**src/rtl/alle_pkg.sv**
```systemverilog
// Shared types and codes of the array linked list engine.
// Used by the controller, the datapath and the top level; depends on nothing.

package alle_pkg;

	typedef enum logic [1:0] {
		ACT_INSERT = 2'd0,
		ACT_DELETE = 2'd1,
		ACT_SEARCH = 2'd2,
		ACT_REINIT = 2'd3
	} alle_action_t;

	typedef enum logic [1:0] {
		ST_OK        = 2'd0,
		ST_OVERFLOW  = 2'd1,
		ST_UNDERFLOW = 2'd2,
		ST_BAD_LOC   = 2'd3
	} alle_status_t;

	typedef enum logic [3:0] {
		UOP_NONE,
		UOP_LOAD,
		UOP_CHECK,
		UOP_SWEEP,
		UOP_RD_FREE,
		UOP_TAKE_FREE,
		UOP_LINK_AFTER,
		UOP_LINK_LOC,
		UOP_DEL_RD,
		UOP_DEL_LINK,
		UOP_DEL_FREE,
		UOP_SRCH_RD,
		UOP_SRCH_CMP,
		UOP_EMIT
	} alle_uop_t;

	typedef struct packed {
		alle_action_t action;
		alle_status_t err;
		logic         loc_none;
		logic         cur_live;
		logic         match;
		logic         sweep_last;
		logic         out_busy;
	} alle_sts_t;

endpackage

```
**src/rtl/alle_req_if.sv**
```systemverilog
// Request channel of the array linked list engine.
// Carries one request word with a valid and ready handshake; no dependencies.

interface alle_req_if #(
	parameter int IDX_W = 7
) ();
	logic                    valid;
	logic                    ready;
	logic [1:0]              action;
	logic signed [IDX_W-1:0] location;
	logic signed [IDX_W-1:0] prev_location;
	logic signed [31:0]      value;

	modport source(output valid, action, location, prev_location, value, input ready);
	modport sink(input valid, action, location, prev_location, value, output ready);
endinterface

```
**src/rtl/alle_rsp_if.sv**
```systemverilog
// Response channel of the array linked list engine.
// Carries one result word with a valid and ready handshake; no dependencies.

interface alle_rsp_if #(
	parameter int IDX_W = 7
) ();
	logic                    valid;
	logic                    ready;
	logic [1:0]              status;
	logic signed [IDX_W-1:0] node_index;
	logic signed [IDX_W-1:0] list_head;

	modport source(output valid, status, node_index, list_head, input ready);
	modport sink(input valid, status, node_index, list_head, output ready);
endinterface

```
**src/rtl/alle_ram.sv**
```systemverilog
// Generic simple dual port RAM with one write port and one registered read port.
// Used for the node value store and the link store; no dependencies.

module alle_ram #(
	parameter int WIDTH = 32,
	parameter int DEPTH = 64
) (
	input  logic                     clk,
	input  logic                     we,
	input  logic [$clog2(DEPTH)-1:0] waddr,
	input  logic [WIDTH-1:0]         wdata,
	input  logic [$clog2(DEPTH)-1:0] raddr,
	output logic [WIDTH-1:0]         rdata
);
	logic [WIDTH-1:0] mem [DEPTH];

	always_ff @(posedge clk) begin
		if (we) begin
			mem[waddr] <= wdata;
		end
		rdata <= mem[raddr];
	end
endmodule

```
**src/rtl/alle_ctrl.sv**
```systemverilog
// Controller state machine of the array linked list engine.
// Issues at most one micro-operation per cycle to the datapath; depends on alle_pkg.

module alle_ctrl
	import alle_pkg::*;
(
	input  logic      clk,
	input  logic      arst_n,
	input  logic      in_valid,
	output logic      in_ready,
	input  alle_sts_t sts,
	output alle_uop_t uop
);
	typedef enum logic [3:0] {
		S_RST_SWEEP,
		S_IDLE,
		S_CHECK,
		S_INS_RD,
		S_INS_TAKE,
		S_INS_AFTER,
		S_INS_LOC,
		S_DEL_RD,
		S_DEL_LINK,
		S_DEL_FREE,
		S_SRCH_RD,
		S_SRCH_CMP,
		S_SWEEP,
		S_DONE
	} state_t;

	state_t state_q;
	state_t state_d;

	always_comb begin
		state_d  = state_q;
		uop      = UOP_NONE;
		in_ready = 1'b0;
		unique case (state_q)
			S_RST_SWEEP: begin
				uop = UOP_SWEEP;
				if (sts.sweep_last) begin
					state_d = S_IDLE;
				end
			end
			S_IDLE: begin
				in_ready = 1'b1;
				if (in_valid) begin
					uop     = UOP_LOAD;
					state_d = S_CHECK;
				end
			end
			S_CHECK: begin
				uop = UOP_CHECK;
				if (sts.err != ST_OK) begin
					state_d = S_DONE;
				end else begin
					unique case (sts.action)
						ACT_INSERT: state_d = S_INS_RD;
						ACT_DELETE: state_d = S_DEL_RD;
						ACT_SEARCH: state_d = S_SRCH_RD;
						ACT_REINIT: state_d = S_SWEEP;
						default:    state_d = S_DONE;
					endcase
				end
			end
			S_INS_RD: begin
				uop     = UOP_RD_FREE;
				state_d = S_INS_TAKE;
			end
			S_INS_TAKE: begin
				uop     = UOP_TAKE_FREE;
				state_d = sts.loc_none ? S_DONE : S_INS_AFTER;
			end
			S_INS_AFTER: begin
				uop     = UOP_LINK_AFTER;
				state_d = S_INS_LOC;
			end
			S_INS_LOC: begin
				uop     = UOP_LINK_LOC;
				state_d = S_DONE;
			end
			S_DEL_RD: begin
				uop     = UOP_DEL_RD;
				state_d = S_DEL_LINK;
			end
			S_DEL_LINK: begin
				uop     = UOP_DEL_LINK;
				state_d = S_DEL_FREE;
			end
			S_DEL_FREE: begin
				uop     = UOP_DEL_FREE;
				state_d = S_DONE;
			end
			S_SRCH_RD: begin
				if (sts.cur_live) begin
					uop     = UOP_SRCH_RD;
					state_d = S_SRCH_CMP;
				end else begin
					state_d = S_DONE;
				end
			end
			S_SRCH_CMP: begin
				uop     = UOP_SRCH_CMP;
				state_d = sts.match ? S_DONE : S_SRCH_RD;
			end
			S_SWEEP: begin
				uop = UOP_SWEEP;
				if (sts.sweep_last) begin
					state_d = S_DONE;
				end
			end
			S_DONE: begin
				if (!sts.out_busy) begin
					uop     = UOP_EMIT;
					state_d = S_IDLE;
				end
			end
			default: state_d = S_IDLE;
		endcase
	end

	always_ff @(posedge clk or negedge arst_n) begin
		if (!arst_n) begin
			state_q <= S_RST_SWEEP;
		end else begin
			state_q <= state_d;
		end
	end
endmodule

```
**src/rtl/alle_dpath.sv**
```systemverilog
// Datapath of the array linked list engine: request and pointer registers,
// the value and link stores, and the result register. Depends on alle_pkg and alle_ram.

module alle_dpath
	import alle_pkg::*;
#(
	parameter int NODE_COUNT = 64,
	parameter int AW         = $clog2(NODE_COUNT),
	parameter int IDX_W      = AW + 1
) (
	input  logic                    clk,
	input  logic                    arst_n,
	input  alle_uop_t               uop,
	output alle_sts_t               sts,
	input  logic [1:0]              in_action,
	input  logic signed [IDX_W-1:0] in_location,
	input  logic signed [IDX_W-1:0] in_prev_location,
	input  logic signed [31:0]      in_value,
	output logic                    out_valid,
	input  logic                    out_ready,
	output logic [1:0]              out_status,
	output logic signed [IDX_W-1:0] out_node_index,
	output logic signed [IDX_W-1:0] out_list_head
);
	localparam logic [AW:0]        NC      = (AW + 1)'(NODE_COUNT);
	localparam logic [AW-1:0]      LAST    = AW'(NODE_COUNT - 1);
	localparam logic [IDX_W-1:0]   NO_NODE = '1;

	function automatic logic is_node(input logic [IDX_W-1:0] x);
		is_node = !x[IDX_W-1] && ({1'b0, x[AW-1:0]} < NC);
	endfunction

	alle_action_t      action_q;
	logic [IDX_W-1:0]  loc_q;
	logic [IDX_W-1:0]  prev_q;
	logic [31:0]       value_q;
	logic [IDX_W-1:0]  head_q;
	logic [IDX_W-1:0]  free_q;
	logic [IDX_W-1:0]  fresh_q;
	logic [IDX_W-1:0]  cur_q;
	logic [IDX_W-1:0]  found_q;
	logic [AW:0]       cnt_q;
	alle_status_t      res_q;
	alle_status_t      err;

	logic              out_valid_q;
	alle_status_t      out_status_q;
	logic [IDX_W-1:0]  out_node_q;
	logic [IDX_W-1:0]  out_head_q;

	logic              link_we;
	logic [AW-1:0]     link_waddr;
	logic [IDX_W-1:0]  link_wdata;
	logic [AW-1:0]     raddr;
	logic [IDX_W-1:0]  rd_link;
	logic              val_we;
	logic [31:0]       rd_value;
	logic              sweep_last;

	always_comb begin
		err = ST_OK;
		unique case (action_q)
			ACT_INSERT: begin
				if (!is_node(free_q)) begin
					err = ST_OVERFLOW;
				end else if (loc_q != NO_NODE && !is_node(loc_q)) begin
					err = ST_BAD_LOC;
				end
			end
			ACT_DELETE: begin
				if (!is_node(head_q)) begin
					err = ST_UNDERFLOW;
				end else if (!is_node(loc_q) || (prev_q != NO_NODE && !is_node(prev_q))) begin
					err = ST_BAD_LOC;
				end
			end
			default: err = ST_OK;
		endcase
	end

	assign sweep_last = (cnt_q[AW-1:0] == LAST);

	always_comb begin
		sts.action     = action_q;
		sts.err        = err;
		sts.loc_none   = (loc_q == NO_NODE);
		sts.cur_live   = is_node(cur_q) && (cnt_q < NC);
		sts.match      = (rd_value == value_q);
		sts.sweep_last = sweep_last;
		sts.out_busy   = out_valid_q && !out_ready;
	end

	always_comb begin
		link_we    = 1'b0;
		link_waddr = fresh_q[AW-1:0];
		link_wdata = rd_link;
		raddr      = cur_q[AW-1:0];
		val_we     = 1'b0;
		unique case (uop)
			UOP_SWEEP: begin
				link_we    = 1'b1;
				link_waddr = cnt_q[AW-1:0];
				link_wdata = sweep_last ? NO_NODE : IDX_W'({1'b0, cnt_q[AW-1:0]} + 1'b1);
			end
			UOP_RD_FREE: begin
				raddr  = free_q[AW-1:0];
				val_we = 1'b1;
			end
			UOP_TAKE_FREE: begin
				raddr      = loc_q[AW-1:0];
				link_we    = (loc_q == NO_NODE);
				link_wdata = head_q;
			end
			UOP_LINK_AFTER: begin
				link_we = 1'b1;
			end
			UOP_LINK_LOC: begin
				link_we    = 1'b1;
				link_waddr = loc_q[AW-1:0];
				link_wdata = fresh_q;
			end
			UOP_DEL_RD: begin
				raddr = (prev_q == NO_NODE) ? head_q[AW-1:0] : loc_q[AW-1:0];
			end
			UOP_DEL_LINK: begin
				link_we    = (prev_q != NO_NODE);
				link_waddr = prev_q[AW-1:0];
			end
			UOP_DEL_FREE: begin
				link_we    = 1'b1;
				link_waddr = loc_q[AW-1:0];
				link_wdata = free_q;
			end
			default: begin
			end
		endcase
	end

	alle_ram #(
		.WIDTH(IDX_W),
		.DEPTH(NODE_COUNT)
	) u_link_ram (
		.clk  (clk),
		.we   (link_we),
		.waddr(link_waddr),
		.wdata(link_wdata),
		.raddr(raddr),
		.rdata(rd_link)
	);

	alle_ram #(
		.WIDTH(32),
		.DEPTH(NODE_COUNT)
	) u_value_ram (
		.clk  (clk),
		.we   (val_we),
		.waddr(free_q[AW-1:0]),
		.wdata(value_q),
		.raddr(raddr),
		.rdata(rd_value)
	);

	always_ff @(posedge clk) begin
		unique case (uop)
			UOP_LOAD: begin
				action_q <= alle_action_t'(in_action);
				loc_q    <= in_location;
				prev_q   <= in_prev_location;
				value_q  <= in_value;
				found_q  <= NO_NODE;
			end
			UOP_CHECK: begin
				res_q <= err;
				cur_q <= head_q;
			end
			UOP_RD_FREE: begin
				fresh_q <= free_q;
			end
			UOP_TAKE_FREE: begin
				found_q <= fresh_q;
			end
			UOP_SRCH_CMP: begin
				if (rd_value == value_q) begin
					found_q <= cur_q;
				end else begin
					cur_q <= rd_link;
				end
			end
			default: begin
			end
		endcase
	end

	always_ff @(posedge clk or negedge arst_n) begin
		if (!arst_n) begin
			head_q      <= NO_NODE;
			free_q      <= '0;
			cnt_q       <= '0;
			out_valid_q <= 1'b0;
		end else begin
			unique case (uop)
				UOP_LOAD: begin
					cnt_q <= '0;
				end
				UOP_SWEEP: begin
					cnt_q <= cnt_q + 1'b1;
					if (sweep_last) begin
						head_q <= NO_NODE;
						free_q <= '0;
					end
				end
				UOP_TAKE_FREE: begin
					free_q <= rd_link;
					if (loc_q == NO_NODE) begin
						head_q <= fresh_q;
					end
				end
				UOP_DEL_LINK: begin
					if (prev_q == NO_NODE) begin
						head_q <= rd_link;
					end
				end
				UOP_DEL_FREE: begin
					free_q <= loc_q;
				end
				UOP_SRCH_CMP: begin
					cnt_q <= cnt_q + 1'b1;
				end
				default: begin
				end
			endcase
			if (uop == UOP_EMIT) begin
				out_valid_q <= 1'b1;
			end else if (out_ready) begin
				out_valid_q <= 1'b0;
			end
		end
	end

	always_ff @(posedge clk) begin
		if (uop == UOP_EMIT) begin
			out_status_q <= res_q;
			out_node_q   <= found_q;
			out_head_q   <= head_q;
		end
	end

	assign out_valid      = out_valid_q;
	assign out_status     = out_status_q;
	assign out_node_index = out_node_q;
	assign out_list_head  = out_head_q;
endmodule

```
**src/rtl/array_linked_list_engine_unit.sv**
```systemverilog
// Top level of the array linked list engine: controller and datapath.
// Depends on alle_pkg, alle_req_if, alle_rsp_if, alle_ctrl and alle_dpath.
//
//   Port   Direction  Word
//   req    in         action, location, prev_location, value
//   rsp    out        status, node_index, list_head
//
// One request is in work at a time; the link store has one write and one registered read port.
// Insert links a free node at the head or after a given node; delete unlinks a node
// and returns it to the free list; a rejected request goes straight to its result.
// Search walks the list from the head and stops at the first match or at its end.
// Reinitialize rebuilds the link chain over every node.
// After reset the link chain is rebuilt before req is ready.
// A result waiting on rsp holds the next request only when that one finishes.

module array_linked_list_engine_unit
	import alle_pkg::*;
#(
	parameter int NODE_COUNT = 64
) (
	input logic         clk,
	input logic         arst_n,
	alle_req_if.sink    req,
	alle_rsp_if.source  rsp
);
	localparam int AW    = $clog2(NODE_COUNT);
	localparam int IDX_W = AW + 1;

	alle_uop_t uop;
	alle_sts_t sts;

	alle_ctrl u_ctrl (
		.clk     (clk),
		.arst_n  (arst_n),
		.in_valid(req.valid),
		.in_ready(req.ready),
		.sts     (sts),
		.uop     (uop)
	);

	alle_dpath #(
		.NODE_COUNT(NODE_COUNT),
		.AW        (AW),
		.IDX_W     (IDX_W)
	) u_dpath (
		.clk             (clk),
		.arst_n          (arst_n),
		.uop             (uop),
		.sts             (sts),
		.in_action       (req.action),
		.in_location     (req.location),
		.in_prev_location(req.prev_location),
		.in_value        (req.value),
		.out_valid       (rsp.valid),
		.out_ready       (rsp.ready),
		.out_status      (rsp.status),
		.out_node_index  (rsp.node_index),
		.out_list_head   (rsp.list_head)
	);
endmodule
```
**src/flat_wrapper.sv**
```systemverilog
// flat-port wrapper written by rule: the top's interface ports become plain ports
module array_linked_list_engine_unit_flat import alle_pkg::*;
#(
	parameter int NODE_COUNT = 64
)
  (clk, arst_n, req_valid, req_action, req_location, req_prev_location, req_value, req_ready, rsp_valid, rsp_status, rsp_node_index, rsp_list_head, rsp_ready);
  alle_req_if req_i ();
  alle_rsp_if rsp_i ();
  input logic clk;
  input logic arst_n;
  input wire logic [$bits(req_i.valid)-1:0] req_valid;
  input wire logic [$bits(req_i.action)-1:0] req_action;
  input wire logic [$bits(req_i.location)-1:0] req_location;
  input wire logic [$bits(req_i.prev_location)-1:0] req_prev_location;
  input wire logic [$bits(req_i.value)-1:0] req_value;
  output wire logic [$bits(req_i.ready)-1:0] req_ready;
  output wire logic [$bits(rsp_i.valid)-1:0] rsp_valid;
  output wire logic [$bits(rsp_i.status)-1:0] rsp_status;
  output wire logic [$bits(rsp_i.node_index)-1:0] rsp_node_index;
  output wire logic [$bits(rsp_i.list_head)-1:0] rsp_list_head;
  input wire logic [$bits(rsp_i.ready)-1:0] rsp_ready;
  assign req_i.valid = req_valid;
  assign req_i.action = req_action;
  assign req_i.location = req_location;
  assign req_i.prev_location = req_prev_location;
  assign req_i.value = req_value;
  assign req_ready = req_i.ready;
  assign rsp_valid = rsp_i.valid;
  assign rsp_status = rsp_i.status;
  assign rsp_node_index = rsp_i.node_index;
  assign rsp_list_head = rsp_i.list_head;
  assign rsp_i.ready = rsp_ready;
  array_linked_list_engine_unit #(.NODE_COUNT(NODE_COUNT)) u_core (.clk(clk), .arst_n(arst_n), .req(req_i), .rsp(rsp_i));
endmodule
```
**config.mk**
```make
export PLATFORM = sky130hd
export DESIGN_NAME = array_linked_list_engine_unit_flat
export DESIGN_NICKNAME = d
export VERILOG_FILES = /design/src/rtl/alle_pkg.sv /design/src/rtl/alle_req_if.sv /design/src/rtl/alle_rsp_if.sv /design/src/rtl/alle_ram.sv /design/src/rtl/alle_ctrl.sv /design/src/rtl/alle_dpath.sv /design/src/rtl/array_linked_list_engine_unit.sv /design/src/flat_wrapper.sv
export SDC_FILE = /design/constraint.sdc
export NUM_CORES = 2
export LEC_CHECK = 0
export BUFFER_PORTS_ARGS = -buffer_cell sky130_fd_sc_hd__buf_2
export CORE_MARGIN = 1.5
export CORE_UTILIZATION = 50
export CTS_CLUSTER_DIAMETER = 40
export DETAILED_ROUTE_END_ITERATION = 8
export PLACE_DENSITY = 0.7
export SETUP_SLACK_MARGIN = 0.2
export SLEW_MARGIN = 25
export SYNTH_ARGS = -nofsm -noshare
export SYNTH_HDL_FRONTEND = slang
export SYNTH_HIERARCHICAL = 1
export SYNTH_SLANG_ARGS = --single-unit
```
**constraint.sdc**
```tcl
create_clock -name clk -period 17.44 [get_ports clk]
set_input_delay 2.616 -clock clk [delete_from_list [all_inputs] [get_ports clk]]
set_output_delay 2.616 -clock clk [all_outputs]
set_load 0.005 [all_outputs]
```
Word-level counts from Yosys, hierarchy flattened
Memory sizes are Yosys's and may differ from the RTL's. A register that Yosys moved wholly into a read port is not among the register bits. Index checks and enable logic that the tools add are counted.

Add/sub/neg operators: 2. Order comparisons: 1. Eq/ne operators: 43. Muxes and demuxes: 44. Reductions and logical operators: 26.

Operators by type and width (number): 4-bit one-hot mux with 13 select lines (2); 7-bit one-hot mux with 3 select lines (3); 7-bit two-way mux (7); 4-bit == test (second input constant) (11); 6-bit one-hot mux with 3 select lines (2); 32-bit == test (1); 4-bit by 3-bit == test with 1-bit output (second input constant) (8); 4-bit two-way mux (8); 7-bit one-hot mux with 2 select lines (2); 7-bit one-hot mux with 4 select lines (1); 4-bit by 2-bit == test with 1-bit output (second input constant) (4); 4-bit one-hot mux with 4 select lines (1); 7-bit == test (second input constant) (2); 2-bit inequality test (second input constant) (7); 7-bit inequality test (second input constant) (2); 1-bit two-way mux (9); 3-bit nonzero test (3); 4-bit by 1-bit == test with 1-bit output (second input constant) (2); 2-bit two-way mux (4); 4-bit AND reduction (2); 2-bit nonzero test (4); 2-bit OR reduction (4); 6-bit by 1-bit adder with 7-bit output (second input constant) (1); 7-bit by 1-bit adder with 7-bit output (second input constant) (1); 16 further kinds (25).

Flip-flop bits (word level): 113. Bits in writable memories: 2496. Output and inout port bits: 18. Word-level logic and storage cells: 134. Memories kept: 2.

Memory list: u_core.u_dpath.u_value_ram.mem (depth 64, width 32, rd ports 1, clocked after Yosys merged registers in 1, write ports 1, line alle_ram.sv:15) `logic [WIDTH-1:0] mem [DEPTH];`; u_core.u_dpath.u_link_ram.mem (depth 64, width 7, rd ports 1, clocked after Yosys merged registers in 1, write ports 1, line alle_ram.sv:15).

Longest topological paths before layout
Depth in word-level cells: 9. Mapped depth: 24. Gate-level depth less buffers: 15.

By module
Netlist, hierarchy kept.

By module, submodules not included: alle_ram (u_core.u_dpath.u_value_ram) (times used 1, cells each 3324, area an instance 78515.3 um2); alle_ram (u_core.u_dpath.u_link_ram) (times used 1, cells each 827, area an instance 17635.7 um2); alle_dpath (times used 1, cells each 446, area an instance 5317.6 um2); alle_ctrl (times used 1, cells each 78, area an instance 554.3 um2).

Least setup slack after synthesis
Ideal clock, no wire load.

Kind: input to register. Start: input rsp_ready. End: memory u_core.u_dpath.u_value_ram.mem[48][0], enable pin. Arrival time: 7.482 ns. Data required time: 16.979 ns. Slack: 9.497 ns. Cell stages on the path: 12. Buffers on the path: 2. Path through: nor2b_1 > nor3b_1 > a22o_1 > o21ai_0 > o31ai_1 > buf_6 > nand2b_1 > buf_6 > nor3_1 > nor2b_1 > nand4b_1 > nor3_1.

Cells in the longest elaborated chain, start to end: 8.

Ends and longest elaborated chain: from (decl) (line flat_wrapper.sv:21) `input wire logic [$bits(rsp_i.ready)-1:0] rsp_ready;`; 1-bit zero test (line alle_dpath.sv:90) `sts.out_busy = out_valid_q && !out_ready;`; 1-bit logical AND (line alle_dpath.sv:90); 4-bit two-way mux (line alle_ctrl.sv:113) `if (!sts.out_busy) begin`; 4-bit one-hot mux with 13 select lines (line alle_ctrl.sv:38) `unique case (state_q)`; named net u_core.uop[3] (line array_linked_list_engine_unit.sv:29) `alle_uop_t uop;`; 4-bit by 3-bit == test with 1-bit output (line alle_dpath.sv:99) `unique case (uop)`; 1-bit two-way mux (line alle_dpath.sv:99); named net u_core.u_dpath.val_we (line alle_dpath.sv:56) `logic val_we;`; 1-bit two-way mux (line alle_ram.sv:18) `if (we) begin`; 1-bit two-way mux (implied by the code) (line alle_ram.sv:19) `mem[waddr] <= wdata;`; to (decl) (line alle_ram.sv:15).

The timed path passes the listed nets, and every way through them passes these cells.

==> summary.txt <==
STA
  • Clock Skew: 81.79 ps
  • Final setup viols: 0
  • Final Hold Viols: 0
  • Max Clock Freq: about 0.11 GHz
  • Worst setup margin: 8483 ps
  • Hold WS: 432.7 ps
  • Fin crit share: 0.5136
  • Worst slew pin tran: between 1000 and 1500 ps
  • RSZ-0062 raised after global routing: no
  • TNS Setup: 0 ps
  • Slew margin rel.: 0.2438
  • Final Max Tran Viols: 0
  • Minimum clock period: 8957 ps

Synthesis
  • Post-synthesis xor/xnor area fraction: 0.003091
  • Asr flop ratio synth: 0.009819
  • Syn Area/Cell: 21.82 um2
  • Mapped cell area: slightly above 0.1 mm2
  • Unique masters post-synth: 76
  • Most frequent cell after synthesis: edfxtp_1
  • Synth Area in Compound Gates: 0.02710
  • Number of synthesized flops with an enable pin: 2583
  • Main flop type after synthesis: edfxtp_1
  • Simple-Gate Fraction of Synth Area: 0.02394
  • Cell taking the most area after synthesis: edfxtp_1
  • Largest family of logic cells by synthesized area: multiplexers
  • Post-synthesis adder-cell area fraction: 0.0001226
  • Ys Warns: 6
  • Top post-synthesis cells by count: 2583 x edfxtp_1, 656 x mux4_2, 249 x nor2_1, 117 x mux2i_1
  • Largest cells by area after synthesis: edfxtp_1 76%, mux4_2 14%, mux2i_1 1.1%
  • Post-synthesis mux area share: 0.1575
  • Sequential fraction of the synthesis area: 0.7744
  • Syn_nets: 4728
  • Synth top area share: 0.7603
  • Synth Instances: 4675
  • Number of synthesized register bits: approximately 2600

Power
  • Power share of the combinational group: 0.001
  • Power share of the clock group: 0.501
  • Reg power frac: 0.498
  • Switching pwr: 2.722 mW
  • Pwr Density: 117.3 mW/mm2
  • Internal: 11.08 mW
  • Max VDD drop: 0.09006 mV
  • Sw Share: 0.1972
  • Leakage: around 38 nW

Setup path
  • Critical Path Fanout Max: 54
  • Crit. End Element: flop
  • Data required time at the worst endpoint: about 18000 ps
  • Critical Path Start Type: input port
  • Worst EP arrival: approximately 9700 ps
  • WS Path Type: input port to flop
  • Worst-path cell chain: buf_2 > nor2b_1 > nor3b_1 > a22o_1 > o21ai_0 > o31ai_2 > buf_4 > nand2b_1 > o21a_1 > nor2_1 > o21a_4 > buf_4 > buf_4 > nand2b_1 > o22ai_1 > nor2_1 > a21oi_1 > nor2_1
  • Slowest CP cell: buf_4
  • CP peak stage delay: 880 ps

Placed design
  • Cell area after placement: ~0.11 mm2
  • # placed instances: 7313
  • Pre-CTS worst setup slack: 7560 ps
  • PortBufs: 69
  • GPL Wtd Cong: between 0.9 and 1
  • Final HPWL DP: roughly 140 mm

Min path
  • Hold Crit Class: flop to flop

Drt
  • # DRC: 0
  • Pre-Repair DR Iteration Count: 7
  • WL final: ~260 mm
  • Drt wl/cell: 32.35 um
  • Routed via count: 51170
  • Vias per cell: 6.456
  • DRT antenna net count: 0
  • DRT iter0 DRCs: 7377

Clock tree
  • Setup repair bufs after CTS: 0
  • CTS Buf Count: about 340
  • Maximum clock path buffer count: 4
  • # hold bufs at CTS: 0
  • Root Buffer: clkbuf_16
  • Skew-Pair Late Insertion Delay: 950 ps
  • CTS H-tree lvls: 5
  • Clock transition at the registers of the reported paths: roughly 60 ps
  • CTS tree: yes
  • Resize count post-CTS: 0
  • # clock sinks: 2648

Global route
  • GRT overflow: 0
  • Number of global-route vias before repair: 50980
  • Largest net degree at the start of global routing: approximately 120
  • Initial antenna violation count: 11
  • Total Routing Usage GR: 0.2487
  • Global-route wire length before repair: 365.3 mm

Floorplanning
  • Chip width: 454.7 um
  • Initial core utilization: 0.5038
  • Ports: 70
  • Cell row count: about 170
  • CORE AREA: ~0.2 mm2
  • Die area: 0.2068 mm2
  • Die Ht: 454.7 um

Cells and area
  • Area of all placed cells without fillers: 0.1176 mm2
  • Non-Filler Instances: 7927
  • Final net count: 5040
  • Share of layout cells above drive strength 1: 0.2946
  • Filler cell count: 14090
  • Multi-input logic area: 0.02226 mm2
  • Register area: 0.07900 mm2
  • Synth-to-Final Area Change: 15.31%

Run status
  • Status: complete, no violations

Flow run
  • Max cap viols: 0
## cells in the final DEF (no fill, tap or decap), types with 37 or more instances in the layout
master        n
o22ai_1     100
mux4_2      656
dfxtp_1      39
buf_4       149
o221ai_1     37
nor2_1      187
clkinv_4     41
nor2_4       62
nand2_1      98
clkbuf_16   350
nand3_1      40
mux2i_1     117
a21oi_1      82
clkbuf_1     38
buf_2        69
edfxtp_1   2583
## power by group through the flow
stage	Combinational, mW	Clock [mW]	Sequential (mW)
3_5_place_dp	0.00741	0	7.01
2_1_floorplan	0.000123	0	7.01
3_3_place_gp	0.00726	0	7.01
4_1_cts	0.00750	7.00	6.88
6_report	0.00719	6.92	6.88
5_1_grt	0.00821	7.25	6.87
## metrics by stage
stage / power (mW) / utilization
4_1_cts: 13.88 / 0.5808
5_1_grt: 14.13 / 0.5808
3_3_place_gp: 7.016 / 0.5246
3_5_place_dp: 7.016 / 0.5250
2_1_floorplan: 7.009 / -
6_report: 13.80 / 0.5809
## cell type report
| type | count | area share |
|---|---|---|
| clock buffers | 395 | 0.07648 |
| flip-flops and latches | 2648 | 0.6716 |
| repair buffers | 228 | 0.01412 |
| diodes | 4 | 0.00008508 |
| well taps | 2672 | 0.02842 |
| inverters | 14 | 0.0004467 |
| clock inverters | 215 | 0.01968 |
| multi-input cells | 1751 | 0.1892 |
## worst max-delay path: cells and delay by family
kind	cells	cell delay, ps
buffers and inverters	4	2080
and+or+nand+nor	7	2190
AOI/OAI and AO/OA	7	2720
## path summary, 6_finish.rpt
path	startpoint	to	slack, ps	cells past startpoint
max reg2reg	u_core/u_ctrl/state_q[0]	u_core/u_dpath/u_value_ram/rdata[21]	9650	15
max	rsp_ready	u_core/u_dpath/u_value_ram/rdata[23]	8480	18
min reg2reg	u_core/u_dpath/found_q[3]	u_core/u_dpath/out_node_index[3]	430	0
min in group asynchronous	arst_n	u_core/u_dpath/cnt_q[4]	1720	1
max in group asynchronous	arst_n	u_core/u_dpath/cnt_q[6]	15260	1
min	u_core/u_dpath/found_q[3]	u_core/u_dpath/out_node_index[3]	430	0
## routing by layer
layer | share of wire | global-route usage | wire [um] | up-vias
met4 | 0.044 | 0.1020 | 11320 | 4
li1 | - | - | - | 20430
met3 | 0.10 | 0.04756 | 26020 | 641
met5 | 0.000090 | 0 | 23 | -
met2 | 0.48 | 0.3963 | 123200 | 3189
met1 | 0.37 | 0.3404 | 95830 | 26910
## kinds of logic (layout without fill, tap and decap cells)
group,after synthesis,in the layout
AO/OA/AOI/OAI,401,401
adder cells (fa/ha/maj),1,1
XOR/XNOR,36,36
flip-flops,2648,2648
multiplexers,782,782
other,0,4
AND/OR/NAND/NOR,531,531
buffers and inverters,276,852
## registers in the layout, summed over array words and instances, names as in the netlist
signal                            flops
u_core/u_dpath/cnt_q                  7
u_core/u_dpath/loc_q                  7
u_core/u_dpath/res_q                  2
u_core/u_dpath/out_valid              1
u_core/u_dpath/value_q               32
u_core/u_dpath/found_q                7
u_core/u_dpath/u_value_ram/rdata     32
u_core/u_dpath/out_status             2
u_core/u_dpath/out_list_head          7
u_core/u_dpath/u_link_ram/mem       448
u_core/u_dpath/fresh_q                7
u_core/u_dpath/cur_q                  7
u_core/u_ctrl/state_q                 4
u_core/u_dpath/u_link_ram/rdata       7
u_core/u_dpath/head_q                 7
u_core/u_dpath/action_q               2
u_core/u_dpath/u_value_ram/mem     2048
u_core/u_dpath/prev_q                 7
u_core/u_dpath/out_node_index         7
u_core/u_dpath/free_q                 7
Note: power is estimated with default switching activity, not from simulation.
